$ cat config.mk
export PLATFORM = sky130hd
export DESIGN_NAME = epoch_seconds_to_utc_date_core
export DESIGN_NICKNAME = d
export VERILOG_FILES = /design/src/design/etu_pkg.sv /design/src/design/etu_cdiv.sv /design/src/design/etu_civil.sv /design/src/design/epoch_seconds_to_utc_date_core.sv
export SDC_FILE = /design/constraint.sdc
export NUM_CORES = 2
export LEC_CHECK = 0
export BUFFER_PORTS_ARGS = -buffer_cell sky130_fd_sc_hd__buf_2
export CAP_MARGIN = 0
export CORE_MARGIN = 4
export CORE_UTILIZATION = 55
export CTS_CLUSTER_DIAMETER = 150
export DETAILED_ROUTE_END_ITERATION = 12
export PLACE_DENSITY_LB_ADDON = 0.08
export SLEW_MARGIN = 20
export SYNTH_ARGS = -nofsm -noshare
export SYNTH_HDL_FRONTEND = slang
export SYNTH_SLANG_ARGS = --single-unit
$ cat constraint.sdc
create_clock -name i_clk -period 84.9 [get_ports i_clk]
set_input_delay 16.98 -clock i_clk [delete_from_list [all_inputs] [get_ports i_clk]]
set_output_delay 16.98 -clock i_clk [all_outputs]
set_load 0.005 [all_outputs]
$ cat src/design/etu_pkg.sv
`timescale 1ns / 1ps
// ----------------------------------------------------------------------------
// etu_pkg
// Shared constants, result type and reciprocal constants for the epoch
// seconds to UTC date converter.
// ----------------------------------------------------------------------------
package etu_pkg;

    // default width of the signed epoch count
    localparam int EPOCH_BITS_DEF = 40;

    // time of day
    localparam int SECS_PER_DAY  = 86400;
    localparam int SECS_PER_HOUR = 3600;
    localparam int SECS_PER_MIN  = 60;

    // 86400 = 675 * 2^7: the low seven bits bypass the long divider
    localparam int DAY_SHIFT = 7;
    localparam int DAY_ODD   = 675;

    // civil calendar, eras of 400 years starting on March 1
    localparam int DAYS_PER_ERA      = 146097;
    localparam int DAYS_TO_1970      = 719468;
    localparam int YEARS_PER_ERA     = 400;

    // long division: quotient bits resolved per pipeline stage
    localparam int DIV_STEP_BITS = 4;

    // widths inside the calendar pipeline
    localparam int DOE_W     = 18;
    localparam int REM_DAY_W = 17;

    // exact division by constants: q = (n * M) >> S with S = N + ceil(log2 d)
    localparam int          SH_1460  = 29;
    localparam logic [47:0] M_1460   = ((48'd1 << SH_1460) + 48'd1459) / 48'd1460;
    localparam int          SH_36524 = 34;
    localparam logic [47:0] M_36524  = ((48'd1 << SH_36524) + 48'd36523) / 48'd36524;
    localparam int          SH_3600  = 29;
    localparam logic [47:0] M_3600   = ((48'd1 << SH_3600) + 48'd3599) / 48'd3600;
    localparam int          SH_365   = 27;
    localparam logic [47:0] M_365    = ((48'd1 << SH_365) + 48'd364) / 48'd365;
    localparam int          SH_60    = 18;
    localparam logic [47:0] M_60     = ((48'd1 << SH_60) + 48'd59) / 48'd60;
    localparam int          SH_100   = 16;
    localparam logic [47:0] M_100    = ((48'd1 << SH_100) + 48'd99) / 48'd100;
    localparam int          SH_153   = 19;
    localparam logic [47:0] M_153    = ((48'd1 << SH_153) + 48'd152) / 48'd153;
    localparam int          SH_5     = 14;
    localparam logic [47:0] M_5      = ((48'd1 << SH_5) + 48'd4) / 48'd5;

    // one converted item
    typedef struct packed {
        logic [5:0]        second;
        logic [5:0]        minute;
        logic [4:0]        hour;
        logic [4:0]        day;
        logic [3:0]        month;
        logic signed [15:0] year;
    } t_date_time;

endpackage

$ cat src/design/etu_cdiv.sv
`timescale 1ns / 1ps
// ----------------------------------------------------------------------------
// etu_cdiv
// Pipelined long division of an unsigned value by a constant, a few
// quotient bits per stage, with a side payload that travels alongside.
// ----------------------------------------------------------------------------
module etu_cdiv
    import etu_pkg::*;
#(
    parameter int NUM_W     = 34,
    parameter int DIVISOR   = DAY_ODD,
    parameter int SIDE_W    = DAY_SHIFT,
    parameter int STEP_BITS = DIV_STEP_BITS
) (
    input  logic                       i_clk,
    input  logic                       i_rst_n,
    input  logic                       i_en,
    input  logic                       i_valid,
    input  logic [NUM_W-1:0]           i_num,
    input  logic [SIDE_W-1:0]          i_side,
    output logic                       o_valid,
    output logic [NUM_W-1:0]           o_quo,
    output logic [$clog2(DIVISOR)-1:0] o_rem,
    output logic [SIDE_W-1:0]          o_side
);

    localparam int RW = $clog2(DIVISOR);
    localparam int NS = (NUM_W + STEP_BITS - 1) / STEP_BITS;
    localparam int PW = NS * STEP_BITS;
    localparam logic [RW:0] DIV_V = (RW+1)'(DIVISOR);

    logic [RW-1:0]     r_rem  [NS];
    logic [PW-1:0]     r_x    [NS];
    logic [SIDE_W-1:0] r_side [NS];
    logic [NS-1:0]     r_vld;

    logic [RW-1:0]     c_rem_in  [NS];
    logic [PW-1:0]     c_x_in    [NS];
    logic [SIDE_W-1:0] c_side_in [NS];
    logic [NS-1:0]     c_vld_in;
    logic [RW-1:0]     c_rem_out [NS];
    logic [PW-1:0]     c_x_out   [NS];

    for (genvar k = 0; k < NS; k++) begin : g_stage
        // stage inputs: ports for the first stage, previous stage otherwise
        if (k == 0) begin : g_first
            assign c_rem_in[k]  = '0;
            assign c_x_in[k]    = PW'(i_num);
            assign c_side_in[k] = i_side;
            assign c_vld_in[k]  = i_valid;
        end else begin : g_next
            assign c_rem_in[k]  = r_rem[k-1];
            assign c_x_in[k]    = r_x[k-1];
            assign c_side_in[k] = r_side[k-1];
            assign c_vld_in[k]  = r_vld[k-1];
        end

        // restoring division steps, quotient bits shift in at the bottom
        always_comb begin : step
            logic [RW:0]   t;
            logic [RW-1:0] rem;
            logic [PW-1:0] x;
            rem = c_rem_in[k];
            x   = c_x_in[k];
            for (int g = 0; g < STEP_BITS; g++) begin
                t = {rem, x[PW-1]};
                x = {x[PW-2:0], 1'b0};
                if (t >= DIV_V) begin
                    t    = t - DIV_V;
                    x[0] = 1'b1;
                end
                rem = t[RW-1:0];
            end
            c_rem_out[k] = rem;
            c_x_out[k]   = x;
        end

        // stage payload
        always_ff @(posedge i_clk) begin
            if (i_en) begin
                r_rem[k]  <= c_rem_out[k];
                r_x[k]    <= c_x_out[k];
                r_side[k] <= c_side_in[k];
            end
        end

        // stage valid
        always_ff @(posedge i_clk) begin
            if (!i_rst_n) begin
                r_vld[k] <= 1'b0;
            end else if (i_en) begin
                r_vld[k] <= c_vld_in[k];
            end
        end
    end

    assign o_valid = r_vld[NS-1];
    assign o_quo   = r_x[NS-1][NUM_W-1:0];
    assign o_rem   = r_rem[NS-1];
    assign o_side  = r_side[NS-1];

endmodule

$ cat src/design/etu_civil.sv
`timescale 1ns / 1ps
// ----------------------------------------------------------------------------
// etu_civil
// Nine-stage pipeline from era, day of era and second of day to year,
// month, day, hour, minute and second.
// ----------------------------------------------------------------------------
module etu_civil
    import etu_pkg::*;
(
    input  logic                 i_clk,
    input  logic                 i_rst_n,
    input  logic                 i_en,
    input  logic                 i_valid,
    input  logic [15:0]          i_era,
    input  logic [DOE_W-1:0]     i_doe,
    input  logic [REM_DAY_W-1:0] i_rem_day,
    output logic                 o_valid,
    output t_date_time           o_result
);

    logic [8:0] r_vld;

    // stage 1
    logic [15:0]          r1_era400;
    logic [DOE_W-1:0]     r1_doe;
    logic [REM_DAY_W-1:0] r1_rem;
    logic [6:0]           r1_a1;
    logic [2:0]           r1_a2;
    logic                 r1_a3;
    logic [4:0]           r1_hour;
    // stage 2
    logic [DOE_W-1:0]     r2_t;
    logic [11:0]          r2_mrem;
    logic [DOE_W-1:0]     r2_doe;
    logic [15:0]          r2_era400;
    logic [4:0]           r2_hour;
    // stage 3
    logic [8:0]           r3_yoe;
    logic [5:0]           r3_min;
    logic [11:0]          r3_mrem;
    logic [DOE_W-1:0]     r3_doe;
    logic [15:0]          r3_era400;
    logic [4:0]           r3_hour;
    // stage 4
    logic [DOE_W-1:0]     r4_y365;
    logic [6:0]           r4_y4;
    logic [1:0]           r4_y100;
    logic [15:0]          r4_yb;
    logic [5:0]           r4_sec;
    logic [DOE_W-1:0]     r4_doe;
    logic [4:0]           r4_hour;
    logic [5:0]           r4_min;
    // stage 5
    logic [8:0]           r5_doy;
    logic [15:0]          r5_yb;
    logic [4:0]           r5_hour;
    logic [5:0]           r5_min;
    logic [5:0]           r5_sec;
    // stage 6
    logic [10:0]          r6_v;
    logic [8:0]           r6_doy;
    logic [15:0]          r6_yb;
    logic [4:0]           r6_hour;
    logic [5:0]           r6_min;
    logic [5:0]           r6_sec;
    // stage 7
    logic [3:0]           r7_mp;
    logic [8:0]           r7_doy;
    logic [15:0]          r7_yb;
    logic [4:0]           r7_hour;
    logic [5:0]           r7_min;
    logic [5:0]           r7_sec;
    // stage 8
    logic [10:0]          r8_w;
    logic [3:0]           r8_month;
    logic [15:0]          r8_year;
    logic [8:0]           r8_doy;
    logic [4:0]           r8_hour;
    logic [5:0]           r8_min;
    logic [5:0]           r8_sec;
    // stage 9
    t_date_time           r9_res;

    // products of the reciprocal multipliers
    logic [47:0] p_a1, p_a2, p_hour, p_yoe, p_min, p_y100, p_mp, p_w5;
    logic [31:0] p_era;
    logic [REM_DAY_W-1:0] c_mrem;
    logic [11:0]          c_sec;
    logic [DOE_W-1:0]     c_doy;
    logic [8:0]           c_day;

    assign p_a1   = 48'(i_doe) * M_1460;
    assign p_a2   = 48'(i_doe) * M_36524;
    assign p_hour = 48'(i_rem_day) * M_3600;
    assign p_era  = 32'(i_era) * 32'(YEARS_PER_ERA);
    assign c_mrem = r1_rem - (REM_DAY_W'(r1_hour) * REM_DAY_W'(SECS_PER_HOUR));
    assign p_yoe  = 48'(r2_t) * M_365;
    assign p_min  = 48'(r2_mrem) * M_60;
    assign p_y100 = 48'(r3_yoe) * M_100;
    assign c_sec  = r3_mrem - (12'(r3_min) * 12'(SECS_PER_MIN));
    assign c_doy  = r4_doe - (r4_y365 + DOE_W'(r4_y4) - DOE_W'(r4_y100));
    assign p_mp   = 48'(r6_v) * M_153;
    assign p_w5   = 48'(r8_w) * M_5;
    assign c_day  = r8_doy - p_w5[SH_5 +: 9] + 9'd1;

    // valid bits travel with the data
    always_ff @(posedge i_clk) begin
        if (!i_rst_n) begin
            r_vld <= '0;
        end else if (i_en) begin
            r_vld <= {r_vld[7:0], i_valid};
        end
    end

    always_ff @(posedge i_clk) begin
        if (i_en) begin
            // stage 1: leap corrections, hour, era offset in years
            r1_era400 <= p_era[15:0];
            r1_doe    <= i_doe;
            r1_rem    <= i_rem_day;
            r1_a1     <= p_a1[SH_1460 +: 7];
            r1_a2     <= p_a2[SH_36524 +: 3];
            r1_a3     <= (i_doe == DOE_W'(DAYS_PER_ERA - 1));
            r1_hour   <= p_hour[SH_3600 +: 5];

            // stage 2: corrected day count, seconds within the hour
            r2_t      <= r1_doe - DOE_W'(r1_a1) + DOE_W'(r1_a2) - DOE_W'(r1_a3);
            r2_mrem   <= c_mrem[11:0];
            r2_doe    <= r1_doe;
            r2_era400 <= r1_era400;
            r2_hour   <= r1_hour;

            // stage 3: year of era, minute
            r3_yoe    <= p_yoe[SH_365 +: 9];
            r3_min    <= p_min[SH_60 +: 6];
            r3_mrem   <= r2_mrem;
            r3_doe    <= r2_doe;
            r3_era400 <= r2_era400;
            r3_hour   <= r2_hour;

            // stage 4: days before this year of era, base year, second
            r4_y365   <= DOE_W'(r3_yoe) * DOE_W'(365);
            r4_y4     <= r3_yoe[8:2];
            r4_y100   <= p_y100[SH_100 +: 2];
            r4_yb     <= r3_era400 + 16'(r3_yoe);
            r4_sec    <= c_sec[5:0];
            r4_doe    <= r3_doe;
            r4_hour   <= r3_hour;
            r4_min    <= r3_min;

            // stage 5: day of year counted from March 1
            r5_doy    <= c_doy[8:0];
            r5_yb     <= r4_yb;
            r5_hour   <= r4_hour;
            r5_min    <= r4_min;
            r5_sec    <= r4_sec;

            // stage 6: month index numerator
            r6_v      <= 11'(r5_doy) * 11'd5 + 11'd2;
            r6_doy    <= r5_doy;
            r6_yb     <= r5_yb;
            r6_hour   <= r5_hour;
            r6_min    <= r5_min;
            r6_sec    <= r5_sec;

            // stage 7: month index, March is zero
            r7_mp     <= p_mp[SH_153 +: 4];
            r7_doy    <= r6_doy;
            r7_yb     <= r6_yb;
            r7_hour   <= r6_hour;
            r7_min    <= r6_min;
            r7_sec    <= r6_sec;

            // stage 8: month, year bump for January and February
            r8_w      <= 11'(r7_mp) * 11'd153 + 11'd2;
            r8_month  <= (r7_mp < 4'd10) ? r7_mp + 4'd3 : r7_mp - 4'd9;
            r8_year   <= r7_yb + 16'(r7_mp >= 4'd10);
            r8_doy    <= r7_doy;
            r8_hour   <= r7_hour;
            r8_min    <= r7_min;
            r8_sec    <= r7_sec;

            // stage 9: day of month
            r9_res.year   <= r8_year;
            r9_res.month  <= r8_month;
            r9_res.day    <= c_day[4:0];
            r9_res.hour   <= r8_hour;
            r9_res.minute <= r8_min;
            r9_res.second <= r8_sec;
        end
    end

    assign o_valid  = r_vld[8];
    assign o_result = r9_res;

endmodule

$ cat src/design/epoch_seconds_to_utc_date_core.sv
`timescale 1ns / 1ps
// ----------------------------------------------------------------------------
// epoch_seconds_to_utc_date_core
// Converts signed Unix epoch seconds to a proleptic Gregorian UTC date and
// time of day, fully pipelined.
// ----------------------------------------------------------------------------
// One item enters per clock while the skid entry is free, and one result
// leaves per clock while the receiver is ready. The path runs through the
// input register, the two constant long dividers (days by 675 after a
// seven-bit shift, eras by 146097), which resolve four quotient bits per
// stage, the rebasing register between them, the nine-stage calendar
// pipeline and the output register. A two-entry output buffer lets the
// pipeline keep accepting while a result waits; the whole pipeline holds
// only when both entries are full. Negative epochs fall on the previous day
// with a non-negative time of day; the year wraps to 16 bits.
module epoch_seconds_to_utc_date_core
    import etu_pkg::*;
#(
    parameter int EPOCH_BITS = EPOCH_BITS_DEF
) (
    input  logic                                 i_clk,
    input  logic                                 i_rst_n,
    // slave side
    input  logic                                 i_s_tvalid,
    output logic                                 o_s_tready,
    // [EPOCH_BITS-1:0] signed epoch count, zero padded to whole bytes
    input  logic [((EPOCH_BITS+7)/8)*8-1:0]      i_s_tdata,
    // master side
    output logic                                 o_m_tvalid,
    input  logic                                 i_m_tready,
    // [15:0] year, [19:16] month, [24:20] day, [29:25] hour,
    // [35:30] minute, [41:36] second, [47:42] zero
    output logic [47:0]                          o_m_tdata
);

    // widths and offsets that keep both divisions on non-negative values
    localparam int UW = EPOCH_BITS + 1;
    localparam int N1 = UW - DAY_SHIFT;
    localparam int DW = EPOCH_BITS - 15;
    localparam int ZW = ((DW > 20) ? DW : 20) + 1;
    localparam logic [65:0] KD = ((66'd1 << (EPOCH_BITS - 1)) + 66'(SECS_PER_DAY - 1))
                                 / 66'(SECS_PER_DAY);
    localparam logic [65:0] KB = KD * 66'(SECS_PER_DAY);
    localparam logic [65:0] ED = (KD > 66'(DAYS_TO_1970)) ? KD - 66'(DAYS_TO_1970) : 66'd0;
    localparam logic [65:0] EB = (ED + 66'(DAYS_PER_ERA - 1)) / 66'(DAYS_PER_ERA);
    localparam logic [65:0] CB = 66'(DAYS_TO_1970) + EB * 66'(DAYS_PER_ERA) - KD;

    logic                 w_en;
    logic [65:0]          w_u;
    logic                 r_u_vld;
    logic [UW-1:0]        r_u;

    logic                 d1_vld;
    logic [N1-1:0]        d1_quo;
    logic [9:0]           d1_rem;
    logic [DAY_SHIFT-1:0] d1_low;

    logic                 r_z_vld;
    logic [ZW-1:0]        r_z;
    logic [REM_DAY_W-1:0] r_rem_day;

    logic                 d2_vld;
    logic [ZW-1:0]        d2_quo;
    logic [DOE_W-1:0]     d2_rem;
    logic [REM_DAY_W-1:0] d2_side;

    logic                 civ_vld;
    t_date_time           civ_res;

    logic                 r_out_vld;
    t_date_time           r_out;
    logic                 r_skid_vld;
    t_date_time           r_skid;
    logic                 w_out_free;

    // pipeline advances while the skid entry is free
    assign w_en       = !r_skid_vld;
    assign o_s_tready = w_en;

    // bias the count by a multiple of a day so it is never negative
    assign w_u = 66'(signed'(i_s_tdata[EPOCH_BITS-1:0])) + KB;

    always_ff @(posedge i_clk) begin
        if (!i_rst_n) begin
            r_u_vld <= 1'b0;
        end else if (w_en) begin
            r_u_vld <= i_s_tvalid;
        end
    end

    always_ff @(posedge i_clk) begin
        if (w_en) begin
            r_u <= w_u[UW-1:0];
        end
    end

    // whole days: shifted count by 675, low bits ride along
    etu_cdiv #(
        .NUM_W     (N1),
        .DIVISOR   (DAY_ODD),
        .SIDE_W    (DAY_SHIFT),
        .STEP_BITS (DIV_STEP_BITS)
    ) u_day_div (
        .i_clk   (i_clk),
        .i_rst_n (i_rst_n),
        .i_en    (w_en),
        .i_valid (r_u_vld),
        .i_num   (r_u[UW-1:DAY_SHIFT]),
        .i_side  (r_u[DAY_SHIFT-1:0]),
        .o_valid (d1_vld),
        .o_quo   (d1_quo),
        .o_rem   (d1_rem),
        .o_side  (d1_low)
    );

    // day count rebased onto March 1 of year 0 plus whole eras
    always_ff @(posedge i_clk) begin
        if (!i_rst_n) begin
            r_z_vld <= 1'b0;
        end else if (w_en) begin
            r_z_vld <= d1_vld;
        end
    end

    always_ff @(posedge i_clk) begin
        if (w_en) begin
            r_z       <= ZW'(d1_quo[DW-1:0]) + CB[ZW-1:0];
            r_rem_day <= {d1_rem, d1_low};
        end
    end

    // eras and day of era
    etu_cdiv #(
        .NUM_W     (ZW),
        .DIVISOR   (DAYS_PER_ERA),
        .SIDE_W    (REM_DAY_W),
        .STEP_BITS (DIV_STEP_BITS)
    ) u_era_div (
        .i_clk   (i_clk),
        .i_rst_n (i_rst_n),
        .i_en    (w_en),
        .i_valid (r_z_vld),
        .i_num   (r_z),
        .i_side  (r_rem_day),
        .o_valid (d2_vld),
        .o_quo   (d2_quo),
        .o_rem   (d2_rem),
        .o_side  (d2_side)
    );

    // calendar fields and time of day
    etu_civil u_civil (
        .i_clk     (i_clk),
        .i_rst_n   (i_rst_n),
        .i_en      (w_en),
        .i_valid   (d2_vld),
        .i_era     (d2_quo[15:0] - EB[15:0]),
        .i_doe     (d2_rem),
        .i_rem_day (d2_side),
        .o_valid   (civ_vld),
        .o_result  (civ_res)
    );

    // output register with one skid entry behind it
    assign w_out_free = !r_out_vld || i_m_tready;

    always_ff @(posedge i_clk) begin
        if (!i_rst_n) begin
            r_out_vld  <= 1'b0;
            r_skid_vld <= 1'b0;
        end else if (r_skid_vld) begin
            if (w_out_free) begin
                r_out_vld  <= 1'b1;
                r_skid_vld <= 1'b0;
            end
        end else if (w_out_free) begin
            r_out_vld <= civ_vld;
        end else if (civ_vld) begin
            r_skid_vld <= 1'b1;
        end
    end

    always_ff @(posedge i_clk) begin
        if (r_skid_vld) begin
            if (w_out_free) begin
                r_out <= r_skid;
            end
        end else if (w_out_free) begin
            r_out <= civ_res;
        end else begin
            r_skid <= civ_res;
        end
    end

    assign o_m_tvalid = r_out_vld;
    assign o_m_tdata  = {6'd0, r_out};

    // skid entry is only ever filled behind a waiting result
    assert property (@(posedge i_clk) disable iff (!i_rst_n)
        r_skid_vld |-> r_out_vld)
        else $error("skid entry valid while output register empty");

    // a result arriving at a blocked output lands in the skid entry
    assert property (@(posedge i_clk) disable iff (!i_rst_n)
        (civ_vld && !r_skid_vld && r_out_vld && !i_m_tready) |=> r_skid_vld)
        else $error("result lost at blocked output");

    // delivered fields stay within calendar and clock ranges
    assert property (@(posedge i_clk) disable iff (!i_rst_n)
        o_m_tvalid |-> (r_out.month >= 4'd1 && r_out.month <= 4'd12 &&
                        r_out.day != 5'd0 && r_out.hour < 5'd24 &&
                        r_out.minute < 6'd60 && r_out.second < 6'd60))
        else $error("output field out of range");

endmodule
==> results.md <==
- Final min period: about 19 ns
- XOR/XNOR share of the synthesized area: between 5 and 6%
- Max Cap Viol: 0
- Final ANT Viol Nets: 0
- Hold buffers post-CTS: 0
- Syn Area/Cell: roughly 12 um^2
- Vias per inst: between 5 and 6
- Ports: 94
- Nets: 8,600
- Routability cong.: ~0.89
- Clock sinks: between 1,000 and 1,500
- Async set-reset flop share out of synthesis: 0%
- Tcrit/Tclk final: about 22%
- Req. time, crit path: just under 70 ns
- Yosys cell types: 123
- Antenna cells: 0
- Post-CTS sizing: 0
- Post-synthesis instance total: 6,934
- Main combinational cell family by area after synthesis: adder cells
- Vias in the first global route: slightly above 50,000
- Critical path fanouts, max: just under 70
- DRC: 0
- Total die area: 163,600 um^2
- FF+latch count, synth: 1,322
- Chip height: ~400 um
- Initial antenna violation count: 0
- CTS H-tree depth: 4
- Drt initial violations: a little over 3,000
- Layout cells sized above 1: roughly 7.1%
- Ys flop type: edfxtp_1
- Post-synthesis mux area share: between 1.5 and 2%
- Postcts setup bufs: 0
- Hold Path Class: reg2reg
- Worst EP arrival: 2.05 ns
- CTS root buffer: clkbuf_16
- Compound-Gate Fraction of Synth Area: around a tenth
- Total GRT Usage: slightly below 20%
- Unrepaired setup endpoints after global routing: false
- Starting Density: between 50% and 60%
- Simple-gate area share of the yosys netlist: under 10%
- Critical path class: reg2out
- Post-DP HPWL: around 120,000 um
- Area grow syn2layout: 8.614%
- Critical Path Start Type: flip-flop
- Count of final hold-check violations: 0
- Layout fillers: ~12,000
- Reg2reg setup slack: 75.66 ns
- Clock slew at reported path FFs: about 0.060 ns
- Bufs on Longest Clock Path: 3
- Die width: 404.5 um
- Status: complete, no violations
- Normalized max-slew margin: roughly 30%
- Routed wire length: ~160,000 um
- Core ar.: about 160,000 um^2
- CTS tree: yes
- Worst slew pin tran: around 1.1 ns
- DR WL/cell: roughly 17 um
- Largest net degree at the start of global routing: 187
- Global route overflow: 0
- Vias: between 50,000 and 60,000
- Cell row count: 145
- Most common cell after layout, fill and taps aside: edfxtp_1
- Final Skew: between 0.03 and 0.04 ns
- Post-layout util: between 60% and 70%
- PortBufs: between 80 and 90
- DRT Pass-1 Iters: 6
- Adder-cell share of the synthesized area: approximately a quarter
- Max Fclk: ~53 MHz
- Max-slew violation count: 0
- Commonest non-fill, non-tap cells in the layout: 1,293 x edfxtp_1, 974 x ha_1, 944 x inv_1, 507 x fa_1, 369 x xnor2_1
- Final setup vio count: 0
- Sequential area share after synthesis: between 40 and 50%
- Post-Syn Area: ~86,000 um^2
- Setup total negative slack: 0 ns
- Number of CTS-inserted buffers: 144
- EDFF count, synth: approximately 1,300
- Worst-Skew Late Latency: approximately 0.78 ns
- Crit end category: output pin
- Yosys warns: 0
- First-pass GRT wire length: 262,700 um
[cells in the mapped netlist, types with 17 or more instances]
library cell,instances,share of area [%]
o21bai_1,34,0.30
xor2_1,166,1.7
o21ai_0,213,1.2
inv_1,945,4.1
o22ai_1,19,0.14
a21boi_0,17,0.15
a21o_1,116,1.0
buf_2,24,0.14
xnor2_1,369,3.7
nor2_1,264,1.1
a31oi_1,45,0.33
a211o_1,18,0.18
or3_1,41,0.30
o21ai_1,18,0.10
mux2i_1,78,0.90
edfxtp_1,1293,45
nand2_1,303,1.3
a22oi_1,20,0.17
nor3_1,104,0.60
o31ai_1,38,0.33
fa_1,507,12
nand2b_1,43,0.31
nor2b_1,75,0.54
and2_1,46,0.33
nand3_1,95,0.55
o21a_1,63,0.55
or2_2,30,0.22
mux2_2,73,0.95
o211ai_1,32,0.28
clkbuf_1,71,0.31
nor4_1,32,0.23
a211oi_1,40,0.35
and3_1,40,0.29
nand4_1,43,0.31
ha_1,974,14
a21oi_1,241,1.4
dfxtp_1,29,0.67
[layout make-up]
type | count | area [um^2] | area share [%]
clock buffer | 179 | 3735 | 3.977
timing repair buffer | 114 | 695.7 | 0.7407
multi-input combinational | 4539 | 42920 | 45.70
sequential | 1322 | 39410 | 41.97
clock inverter | 84 | 987.2 | 1.051
inverter | 954 | 3593 | 3.826
tap | 2058 | 2575 | 2.742
[worst paths after layout]
kind / startpoint / depth (start not counted) / endpoint
hold / removal: u_civil.r7_hour[3]$_DFFE_PN_ / 0 / u_civil.r8_hour[3]$_DFFE_PN_
setup / recovery: r_skid_vld$_SDFF_PN0_ / 2 / o_s_tready
hold reg to reg: u_civil.r7_hour[3]$_DFFE_PN_ / 0 / u_civil.r8_hour[3]$_DFFE_PN_
setup reg to reg: u_era_div.r_x[5][27]$_DFFE_PN_ / 28 / u_era_div.r_rem[6][13]$_DFFE_PN_
[stage by stage]
step	cells	setup slack, ns	hold WS [ns]	cell area [um^2]
finish	9250	65.87	0.3928	93920
global placement	8986	65.82	0.4004	89160
global route	9250	65.66	0.3986	93920
floorplan	6939	44.00	0.4003	86490
detailed placement	8986	65.82	0.4045	89160
CTS	9249	65.13	0.3868	93880
[per-layer routing]
| layer | vias to the layer above | global-route usage (%) | part of all wire, % |
|---|---|---|---|
| met5 | - | 0 | 0 |
| met4 | 0 | 4.951 | 2.0 |
| met3 | 211 | 2.777 | 3.7 |
| met2 | 809 | 32.75 | 48 |
| met1 | 24720 | 27.08 | 46 |
| li1 | 24970 | - | - |
[kinds of logic after synthesis]
family,Yosys count
flops,1322
compound gates,1153
other cells,1
buf+inv,1078
fa+ha+maj,1481
simple gates,1210
xor+xnor,537
mux,152
[sequential cells by signal (all words and copies together) (netlist names), 17 cells and up]
name / flops
u_civil.o_result: 42
u_day_div.r_side: 63
r_z: 26
u_era_div.r_side: 119
r_rem_day: 17
o_m_tdata: 42
u_era_div.r_x: 99
u_civil.r2_t: 18
r_u: 41
u_era_div.r_rem: 86
u_day_div.r_x: 235
u_day_div.r_rem: 78
r_skid: 42
u_civil.r1_doe: 18
[worst max-delay path: stages, from the launching register on]
cell,delay (ns)
dfxtp_4,0.49
inv_8,0.41
buf_2,0.35
Power is left out: the tool's default activity adds up to more than one toggle a clock period on the data nets, which glitch-free logic cannot reach.
